===== config.mk =====
export PLATFORM = sky130hd
export DESIGN_NAME = chp_front
export DESIGN_NICKNAME = d
export VERILOG_FILES = /design/src/hdl/chp_pkg.sv /design/src/hdl/chp_front.sv
export SDC_FILE = /design/constraint.sdc
export NUM_CORES = 1
export LEC_CHECK = 0
export BUFFER_PORTS_ARGS = -buffer_cell sky130_fd_sc_hd__buf_4
export CORE_MARGIN = 2
export CORE_UTILIZATION = 52
export DETAILED_ROUTE_END_ITERATION = 12
export GPL_ROUTABILITY_DRIVEN = 0
export PLACE_DENSITY = 0.81
export SLEW_MARGIN = 15
export SYNTH_ARGS = -nofsm -noshare
export SYNTH_HDL_FRONTEND = slang
export SYNTH_SLANG_ARGS = --single-unit

===== constraint.sdc =====
create_clock -name clk -period 7.7 [get_ports clk]
set_input_delay 2.31 -clock clk [delete_from_list [all_inputs] [get_ports clk]]
set_output_delay 2.31 -clock clk [all_outputs]
set_load 0.02 [all_outputs]

===== src/hdl/chp_pkg.sv =====
// Shared types and constants of the circle hit pick block.
// No dependencies; chp_front, chp_back and the top level import this package.
package chp_pkg;

  // Table capacity and derived widths
  localparam int MAX_OBJECTS = 256;
  localparam int IDX_W = (MAX_OBJECTS > 1) ? $clog2(MAX_OBJECTS) : 1;
  localparam int CNT_W = $clog2(MAX_OBJECTS + 1);

  // Operation codes of an input beat
  localparam logic OP_LOAD  = 1'b0;
  localparam logic OP_QUERY = 1'b1;

  // Command as classified by the front end
  typedef enum logic {
    CMD_LOAD,
    CMD_QUERY
  } cmd_t;

  // Back end sequencer states
  typedef enum logic [1:0] {
    BK_IDLE,
    BK_SCAN,
    BK_DRAIN,
    BK_DONE
  } back_state_t;

  // Input beat
  typedef struct packed {
    logic               op;
    logic signed [15:0] pos_x;
    logic signed [15:0] pos_y;
    logic signed [15:0] pos_z;
    logic [15:0]        radius;
    logic [15:0]        ref_id;
  } in_item_t;

  // Output beat
  typedef struct packed {
    logic        hit;
    logic [15:0] hit_ref;
  } out_item_t;

  // One stored object
  typedef struct packed {
    logic signed [15:0] pos_x;
    logic signed [15:0] pos_y;
    logic signed [15:0] pos_z;
    logic [15:0]        radius;
    logic [15:0]        ref_id;
  } obj_t;

  // Queue entry between front and back end
  typedef struct packed {
    cmd_t cmd;
    obj_t obj;
  } q_entry_t;

endpackage


===== src/hdl/chp_front.sv =====
// Front end: accepts input beats, drops loads beyond capacity, classifies
// the rest and holds them in a two-entry queue. Depends on chp_pkg.
module chp_front (
  input  logic              clk,
  input  logic              rst,
  input  logic              in_valid,
  output logic              in_ready,
  input  chp_pkg::in_item_t in_data,
  output logic              q_valid,
  input  logic              q_ready,
  output chp_pkg::q_entry_t q_data
);
  import chp_pkg::*;

  q_entry_t   entries [2];
  logic       wr_ptr;
  logic       rd_ptr;
  logic [1:0] fill;
  logic [CNT_W-1:0] load_cnt;

  logic     accept;
  logic     is_load;
  logic     drop;
  logic     push;
  logic     pop;
  q_entry_t entry_in;

  // Classify the incoming beat
  always_comb begin
    is_load = (in_data.op == OP_LOAD);
    drop    = is_load && (load_cnt == CNT_W'(MAX_OBJECTS));
    entry_in.cmd        = is_load ? CMD_LOAD : CMD_QUERY;
    entry_in.obj.pos_x  = in_data.pos_x;
    entry_in.obj.pos_y  = in_data.pos_y;
    entry_in.obj.pos_z  = in_data.pos_z;
    entry_in.obj.radius = in_data.radius;
    entry_in.obj.ref_id = in_data.ref_id;
  end

  assign in_ready = (fill != 2'd2);
  assign accept   = in_valid && in_ready;
  assign push     = accept && !drop;
  assign pop      = q_valid && q_ready;
  assign q_valid  = (fill != 2'd0);
  assign q_data   = entries[rd_ptr];

  // Queue storage
  always_ff @(posedge clk) begin
    if (push) begin
      entries[wr_ptr] <= entry_in;
    end
  end

  // Queue pointers, fill level and accepted-load count
  always_ff @(posedge clk) begin
    if (rst) begin
      wr_ptr   <= 1'b0;
      rd_ptr   <= 1'b0;
      fill     <= 2'd0;
      load_cnt <= '0;
    end else begin
      if (push) begin
        wr_ptr <= ~wr_ptr;
      end
      if (pop) begin
        rd_ptr <= ~rd_ptr;
      end
      if (push && !pop) begin
        fill <= fill + 2'd1;
      end else if (pop && !push) begin
        fill <= fill - 2'd1;
      end
      if (push && is_load) begin
        load_cnt <= load_cnt + CNT_W'(1);
      end
    end
  end

endmodule


==> run_results.csv, run 1 <==
group,metric,value,unit
critical_path,path_max_fanout,81,
yosys,synthAdderAreaFrac,0.5766,%
pwr,vdd_drop_max,0.0001685,V
die,core_area,12110,µm²
global_route,track_usage,17.57,%
pwr,p_per_area,344.1,nW/µm²
global_route,grt_pass1_wl,17420,µm
sta,finalSetupViolations,0,
cts,cts.sinks,176,
yosys,synthDominantCellAreaShare,74.73,%
critical_path,crit_path_start_kind,"flip-flop",
die,io_pins,168,
yosys,ys_seq_area_share,79.03,%
yosys,synth-compound-area-share,0.8457,%
pwr,swShare,27.79,%
finish,design_area,8554,µm²
die,placementRows,40,
sta,tightestPinTransition,1.108,ns
sta,skew,0.004825,ns
finish,layoutNonFillerInstCount,687,
finish,final_common_cell,"buf_4",
sta,hold_ws,0.5016,ns
routing,viasPerCell,5.051,
sta,final_period_minus_worst_setup_slack,4.421,ns
routing,drc,0,
critical_path,r2r-start,"load_cnt[1]",
sta,max_freq,0.2262,GHz
cts,post_cts_buffers,0,
place,port_buffers,167,
die,die_h,115.9,µm
worst_hold_path,worst_hold_startpoint,"fill[1]",
cts,path_clk_slew,0.06,ns
cts,ctsResizeCount,0,
routing,dr.pass1.iters,4,
status,status,"finished, final reports clean",
yosys,synth_flop_cell,"edfxtp_1",
global_route,antenna_found_initial,0,
critical_path,end_kind,"output port",
yosys,yosys-top-cells-area,"edfxtp_1 (75%), mux2_2 (14%), dfxtp_1 (4.3%)",
routing,routed_wl,11880,µm
routing,wire_per_inst,17.30,µm
critical_path,required,5.39,ns
cts,root_buffer,"clkbuf_16",
global_route,grt_pass1_vias,3428,
sta,drv_slew,0,
die,initial_core_util,53.75,%
pwr,power.switching,0.8181,mW
job,max_cap_violations,0,
critical_path,critPathArrivalTime,2.11,ns
routing,vias,3470,
sta,worst_slack,3.279,ns
die,dieWidth,115.9,µm
finish,drive_gt1_share,55.11,%
yosys,yosys.area_share.simple,3.325,%
cts,clock_latency,0.41,ns
pwr,p_int,2.126,mW
place,dp_cells,656,
global_route,grt_max_degree,82,
yosys,syn-cell-area,6510,µm²
sta,rsz0062_at_grt,"false",
yosys,synth_top_family_by_area,"multiplexers",
worst_hold_path,hold_class,"flip-flop to flip-flop",
critical_path,path_class,"flip-flop to output port",
finish,area_delta_synth_final,31.40,%
pwr,pwr-share-comb,26.3,%
routing,drt_iter0_drc,264,
pwr,power.share.clock,29.3,%
finish,fillers,784,
pwr,p_leak,3.162,nW
yosys,ys_async_sr_fraction,0,%
sta,finalCritPeriodShare,57.42,%
finish,antenna_cells,0,
yosys,synth_cell_types,30,
yosys,netlist_instances,331,
pwr,power_frac_seq,44.4,%
sta,setup_tns,0,ns
pwr,power,2.944,mW
cts,cts_buffer_depth,2,
routing,drtAntennaViolNets,0,
global_route,grt_overflow,0,
place,place_ws,3.696,ns
die,dieArea,13430,µm²
place,place_area,7954,µm²
yosys,yosys.area.top_type,"edfxtp_1",
yosys,synth_edf_count,162,
yosys,synth.area.mux_share,14.01,%
finish,mostFrequentLayoutCells,"buf_4 (168), edfxtp_1 (162), mux2_2 (81)",
cts,cts_tree,"done",
yosys,syn_area_per_cell,19.67,µm²
yosys,yosys.area_share.xor_xnor,1.345,%
yosys,synth.net_count,419,
place,dp_hpwl,7573,µm
yosys,ys_ff_latch,176,
yosys,synth-warning-count,0,
finish,utilization,70.63,%
sta,max_slew_margin,26.13,%
cts,cts_buffers,17,
cts,htreeDepth,4,
sta,hold_violations,0,
finish,nNetsFinal,595,
cts,ctsHoldBuffers,0,
## power groups by stage
stage	clock network, mW	logic [mW]	registers, mW
floorplan	0	0.516	1.27
global placement	0	0.771	1.32
detailed placement	0	0.781	1.33
CTS	0.879	0.787	1.31
global route	0.917	0.823	1.33
finish	0.861	0.776	1.31
## worst max-delay path, cell delays in order, from the launching register on
cell and delay (ns):
dfxtp_4 1.06, mux2_2 0.44, buf_4 0.16
## synthesized netlist by cell type (2+ instances only)
cell type and n:
edfxtp_1 162, mux2_2 81, ha_1 3, inv_1 3
clkbuf_1 11, nand2b_1 2, dfxtp_1 14, xnor2_1 7
nand2_1 2, a21oi_1 2, nor2_1 13, nand3_1 5
xor2_1 3, nor3_1 2, nor4_1 3, nand4b_1 2
o21ai_0 2, or4b_1 2
## flip-flops by register name (all words and copies together) (netlist names), named ones only
signal / flops
entries: 162
fill: 2
load_cnt: 9
rd_ptr: 1
wr_ptr: 1
## cells by family after synthesis
group                      Yosys count
DFF                                176
and+or+nand+nor                     39
AOI/OAI and AO/OA                    7
adders and majority gates            3
buffers and inverters               15
muxes                               81
xor gates and xnor gates            10
## area by class of cell
cell class                 instances  area (µm²)  share of cell area [%]
sequential                       176        5149                   60.19
multi-input combinational        140        1319                   15.42
timing repair buffer             168        1261                   14.74
clock buffer                      19       432.9                   5.061
tap                              168       210.2                   2.457
clock inverter                    12       167.7                   1.960
inverter                           4       15.01                  0.1755
## final timing paths
| path | end | slack [ns] | cells after the start |
|---|---|---|---|
| worst max register to register | entries[1][16] | 5.09 | 7 |
| worst min-delay path | fill[1] | 0.50 | 2 |
| worst max-delay path | q_data[22] | 3.28 | 2 |
| worst min register to register | fill[1] | 0.50 | 2 |
## per-layer routing
metal | share of wire (%) | GRT usage (%) | wire length [µm] | up-vias
met5 | 0 | 0 | 0 | -
met4 | 2.0 | 8.333 | 243 | 0
met3 | 6.4 | 4.655 | 762 | 18
met2 | 50 | 28.58 | 5940 | 125
met1 | 42 | 22.18 | 4936 | 1699
li1 | - | - | - | 1628
No activity file was read; power rests on OpenSTA's default activity.
==> run 2: changes to the inputs <==
Settings changed: CORE_UTILIZATION 52 to 47, PLACE_DENSITY 0.81 to 0.77.
Clock period 7.7 ns to 4 ns, I/O delays scaled along.
==> run_results.csv, run 2 (same netlist as run 1, synthesis figures left out) <==
group,metric,value,unit
routing,drtAntennaViolNets,0,
finish,largest_reg_flops,162,
routing,dr.pass1.iters,5,
finish,nNetsFinal,597,
critical_path,path_max_fanout,81,
global_route,track_usage,16.11,%
sta,hold_ws,0.5066,ns
finish,top_register,"entries",
sta,finalSetupViolations,0,
job,max_cap_violations,0,
sta,max_slew_margin,60.47,%
sta,final_period_minus_worst_setup_slack,2.951,ns
global_route,grt_pass1_wl,17680,µm
worst_hold_path,hold_class,"flip-flop to flip-flop",
routing,wire_per_inst,17.08,µm
routing,drc,0,
finish,mostFrequentLayoutCells,"buf_4 (167), edfxtp_1 (162), mux2_2 (81)",
cts,ctsResizeCount,0,
die,placementRows,43,
finish,antenna_cells,0,
critical_path,r2r_slack,1.45,ns
critical_path,ff2ff_path_depth,9,
cts,cts_tree,"done",
worst_hold_path,worst_hold_startpoint,"rd_ptr",
critical_path,worstPathCellList,"buf_12, mux2_2, buf_4",
critical_path,timing.rr.end,"fill[1]",
cts,htreeDepth,4,
finish,drive_gt1_share,55.56,%
sta,tightestPinTransition,0.5917,ns
finish,final_common_cell,"buf_4",
place,dp_hpwl,7808,µm
die,core_area,13720,µm²
sta,rsz0062_at_grt,"false",
pwr,p_leak,3.160,nW
die,initial_core_util,47.45,%
cts,root_buffer,"clkbuf_16",
sta,finalCritPeriodShare,73.77,%
routing,routed_wl,11990,µm
cts,cts.sinks,176,
sta,setup_tns,0,ns
pwr,p_per_area,658.4,nW/µm²
critical_path,critPathArrivalTime,1.75,ns
critical_path,required,2.80,ns
sta,max_freq,0.3389,GHz
global_route,grt_overflow,0,
pwr,vdd_drop_max,0.0003655,V
critical_path,critPathTopFamily,"buffers and inverters",
sta,hold_violations,0,
die,io_pins,168,
routing,vias,3524,
die,die_h,121.7,µm
critical_path,end_kind,"output port",
critical_path,max_stage_delay,0.40,ns
cts,post_cts_buffers,0,
finish,biggestRegsByFlops,"entries (162), load_cnt (9), fill (2)",
routing,drt_iter0_drc,220,
global_route,antenna_found_initial,0,
critical_path,path_class,"flip-flop to output port",
cts,cts_buffer_depth,2,
global_route,grt_pass1_vias,3552,
finish,area_delta_synth_final,32.40,%
cts,ctsHoldBuffers,0,
place,port_buffers,167,
cts,cts_buffers,17,
routing,viasPerCell,5.020,
worst_hold_path,holdPathStages,2,
cts,path_clk_slew,0.06,ns
critical_path,r2r-start,"load_cnt[1]",
die,dieArea,14810,µm²
cts,clock_latency,0.41,ns
status,status,"finished, final reports clean",
global_route,grt_max_degree,82,
die,dieWidth,121.7,µm
critical_path,crit_path_start_kind,"flip-flop",
critical_path,crit_buf_inv,2,
sta,drv_slew,0,
sta,skew,0.006029,ns
critical_path,cp_slowest_cell,"mux2_2",
==> run 2: changes by cell type in the layout (fill, tap and decap cells not counted) <==
| cell | previous run | this run |
|---|---|---|
| clkinv_4 | 2 | 3 |
| clkinv_1 | 2 | 1 |
| buf_12 | 0 | 3 |
| buf_4 | 168 | 167 |
| bufinv_16 | 4 | 3 |
| clkinv_2 | 3 | 0 |
| clkinvlp_4 | 1 | 6 |
==> run 2: cell type report <==
type	count	area [µm²]
clock inverter	13	165.2
multi-input combinational	140	1319
tap	180	225.2
timing repair buffer	170	1314
sequential	176	5149
fill	994	5100
clock buffer	19	432.9
inverter	4	15.01
==> run 2: power breakdown <==
group	total, mW	switching, mW	internal [mW]
Sequential	2.40	0.0688	2.33
Combinational	1.64	0.901	0.743
Clock	1.63	0.650	0.982
==> run 2: through the flow <==
step           power [mW]  setup WS (ns)  std cells  utilization, %  area [µm²]
3_5_place_dp        4.098          1.259        670           58.47        8021
6_report            5.675          1.049        702           62.83        8620
5_1_grt             5.906         0.9783        702           62.83        8620
2_1_floorplan       3.424         0.1470        331               -        6513
3_3_place_gp        4.065          1.291        670           58.47        8021
4_1_cts             5.737          1.036        702           62.83        8620
==> run 2: worst register-to-register path, stage by stage, from the launching register on <==
cell and delay [ns]:
dfxtp_1 0.34, inv_1 0.09, ha_1 0.15, or4b_1 0.45, or2_4 0.30, o211ai_2 0.24, inv_2 0.08, ha_1 0.34
or3_1 0.35, a21oi_1 0.15
==> run 2: worst max-delay path by stage <==
stage                      startpoint              to  slack (ns)  cells past startpoint
after floorplan           in_data[80]   entries[0][0]        0.15                      2
after global placement    in_data[80]  entries[1][38]        1.29                      5
after detailed placement  in_data[80]   entries[1][0]        1.26                      5
after CTS                   flip-flop      q_data[20]        1.04                      3
after global routing        flip-flop       q_data[3]        0.98                      3
final                       flip-flop      q_data[75]        1.05                      3
==> run 2: metal layers <==
| metal | vias up | share of wire [%] | GRT usage (%) |
|---|---|---|---|
| met2 | 135 | 51 | 26.79 |
| met4 | 0 | 1.8 | 7.687 |
| li1 | 1636 | - | - |
| met5 | - | 0 | 0 |
| met3 | 15 | 6.7 | 4.728 |
| met1 | 1738 | 40 | 19.36 |
==> run 3: changes to the inputs <==
Settings changed: ABC_AREA set to 1, CORE_UTILIZATION 47 to 53, PLACE_DENSITY 0.77 to 0.82.
Clock period 4 ns to 2.75 ns, I/O delays scaled along.
==> run_results.csv, run 3 <==
group,metric,value,unit
routing,wire_per_inst,16.66,µm
critical_path,r2r_slack,0.73,ns
finish,mostFrequentLayoutCells,"buf_4 (172), edfxtp_1 (162), mux2_2 (81)",
yosys,ys_async_sr_fraction,0,%
worst_hold_path,hold_class,"flip-flop to flip-flop",
job,max_cap_violations,0,
yosys,ys_seq_area_share,77.44,%
yosys,synth.net_count,470,
cts,post_cts_buffers,0,
sta,finalSetupViolations,0,
pwr,power_frac_seq,43.6,%
cts,cts_buffers,17,
global_route,grt_pass1_vias,3853,
yosys,netlist_instances,382,
critical_path,path_max_fanout,18,
yosys,synth_cell_types,17,
place,place_area,8192,µm²
yosys,synthDominantCellAreaShare,73.22,%
routing,wl_met1,4599,µm
cts,cts_buffer_depth,2,
yosys,synth-warning-count,0,
status,status,"finished, final reports clean",
worst_hold_path,holdPathStages,2,
die,io_pins,168,
critical_path,critPathArrivalTime,1.78,ns
yosys,syn-cell-area,6644,µm²
sta,max_freq,0.3836,GHz
pwr,swShare,27.97,%
pwr,power.share.clock,29.2,%
routing,viasPerCell,5.004,
cts,root_buffer,"clkbuf_16",
critical_path,max_stage_delay,0.52,ns
pwr,pwr-share-comb,27.2,%
pwr,p_per_area,913.2,nW/µm²
die,initial_core_util,54.86,%
die,die_h,116.0,µm
sta,max_slew_margin,73.44,%
critical_path,cp_common_cell,"buf_4",
finish,final_common_cell,"buf_4",
critical_path,crit_buf_inv,2,
die,dieWidth,116.0,µm
die,dieArea,13450,µm²
routing,wl_met2,6691,µm
global_route,grt_overflow,0,
sta,hold_ws,0.4761,ns
cts,cts.sinks,176,
worst_hold_path,worst_hold_startpoint,"rd_ptr",
yosys,yosys.area.top_type,"edfxtp_1",
die,core_area,12110,µm²
place,dp_hpwl,8386,µm
yosys,post-synth-top-count-cell,"edfxtp_1",
cts,clock_latency,0.42,ns
yosys,yosys-top-cells-area,"edfxtp_1 (73%), mux2_2 (14%), dfxtp_1 (4.2%)",
critical_path,r2r-start,"load_cnt[0]",
finish,layoutNonFillerInstCount,747,
critical_path,cp_slowest_cell,"dfxtp_4",
routing,routed_wl,12450,µm
critical_path,timing.rr.end,"fill[1]",
finish,antenna_cells,0,
global_route,grt_pass1_wl,18630,µm
routing,routed.top_layer,"met4",
sta,skew,0.005793,ns
sta,tightestPinTransition,0.3984,ns
pwr,power.switching,2.240,mW
global_route,antenna_found_initial,0,
sta,finalCritPeriodShare,94.80,%
critical_path,path_class,"flip-flop to output port",
critical_path,worstPathCellList,"buf_4, mux2_2, buf_4",
finish,top_register,"entries",
worst_hold_path,min_to,"rd_ptr",
finish,design_area,8768,µm²
finish,biggestRegsByFlops,"entries (162), load_cnt (9), fill (2)",
cts,ctsResizeCount,0,
critical_path,end_kind,"output port",
yosys,synth_flop_cell,"edfxtp_1",
yosys,ys_ff_latch,176,
routing,drc,0,
cts,htreeDepth,4,
routing,vias,3738,
sta,hold_violations,0,
sta,rsz0062_at_grt,"false",
cts,path_clk_slew,0.06,ns
routing,wl_met3,996,µm
routing,drt_iter0_drc,288,
place,dp_cells,715,
finish,nNetsFinal,654,
die,placementRows,40,
routing,drtAntennaViolNets,0,
sta,drv_slew,0,
finish,area_delta_synth_final,31.98,%
yosys,syn_area_per_cell,17.39,µm²
pwr,vdd_drop_max,0.0005980,V
cts,ctsHoldBuffers,0,
critical_path,critPathTopFamily,"flip-flops",
place,port_buffers,167,
cts,cts_tree,"done",
global_route,grt_max_degree,68,
critical_path,ff2ff_path_depth,12,
yosys,synth_edf_count,162,
critical_path,required,1.93,ns
routing,dr.pass1.iters,6,
pwr,power,8.007,mW
pwr,p_leak,3.361,nW
critical_path,crit_path_start_kind,"flip-flop",
finish,largest_reg_flops,162,
finish,drive_gt1_share,51.12,%
global_route,track_usage,18.91,%
pwr,p_int,5.768,mW
yosys,synthTopCellsByCount,"edfxtp_1 (162), mux2_2 (81), nand2_1 (33), inv_1 (22), nor2_1 (21)",
sta,final_period_minus_worst_setup_slack,2.607,ns
run 3: per-layer routing:
metal,global-route usage (%),up-vias
li1,-,1783
met1,21.63,1805
met2,33.45,136
met3,5.701,14
met4,7.381,0
met5,0,-
run 3: tightest hold or removal path: stages, from the launching register on:
cell	delay (ns)
dfxtp_1	0.29
inv_1	0.07
a21oi_1	0.06
run 3: layout make-up:
| class | instances | area, µm² |
|---|---|---|
| Clock buffer | 19 | 432.9 |
| Clock inverter | 13 | 143.9 |
| Fill cell | 775 | 3343 |
| Inverter | 25 | 93.84 |
| Multi-Input combinational cell | 170 | 1368 |
| Sequential cell | 176 | 5149 |
| Tap cell | 168 | 210.2 |
| Timing Repair Buffer | 176 | 1371 |
run 3: kinds of logic after synthesis:
group / share of synthesized area [%]
and+or+nand+nor: 4.915
muxes: 13.73
adders and majority gates: 0.5650
DFF: 77.44
buffers and inverters: 2.429
AOI/OAI and AO/OA: 0.9227
run 3: through the flow:
step,setup WS (ns),util (%),setup TNS (ns)
6_report,0.1430,72.40,0
5_1_grt,0.06328,72.40,0
4_1_cts,0.1173,72.40,0
3_5_place_dp,0.3164,67.63,0
3_3_place_gp,0.3803,67.63,0
2_1_floorplan,-0.05598,-,-7.345
run 3: worst max-delay path by stage:
| stage | to | slack (ns) | cells after the start |
|---|---|---|---|
| after floorplan | entries[0][0] | -0.06 | 3 |
| after global placement | fill[1] | 0.38 | 12 |
| after detailed placement | fill[1] | 0.32 | 12 |
| after CTS | q_data[31] | 0.12 | 3 |
| after global routing | q_data[36] | 0.06 | 3 |
| final | q_data[31] | 0.14 | 3 |
run 3: power by group through the flow:
stage	clock network, mW	registers, mW	logic (mW)
global placement	0	3.52	2.16
floorplan	0	3.49	1.32
global route	2.48	3.53	2.32
CTS	2.38	3.50	2.21
detailed placement	0	3.55	2.20
finish	2.34	3.49	2.18
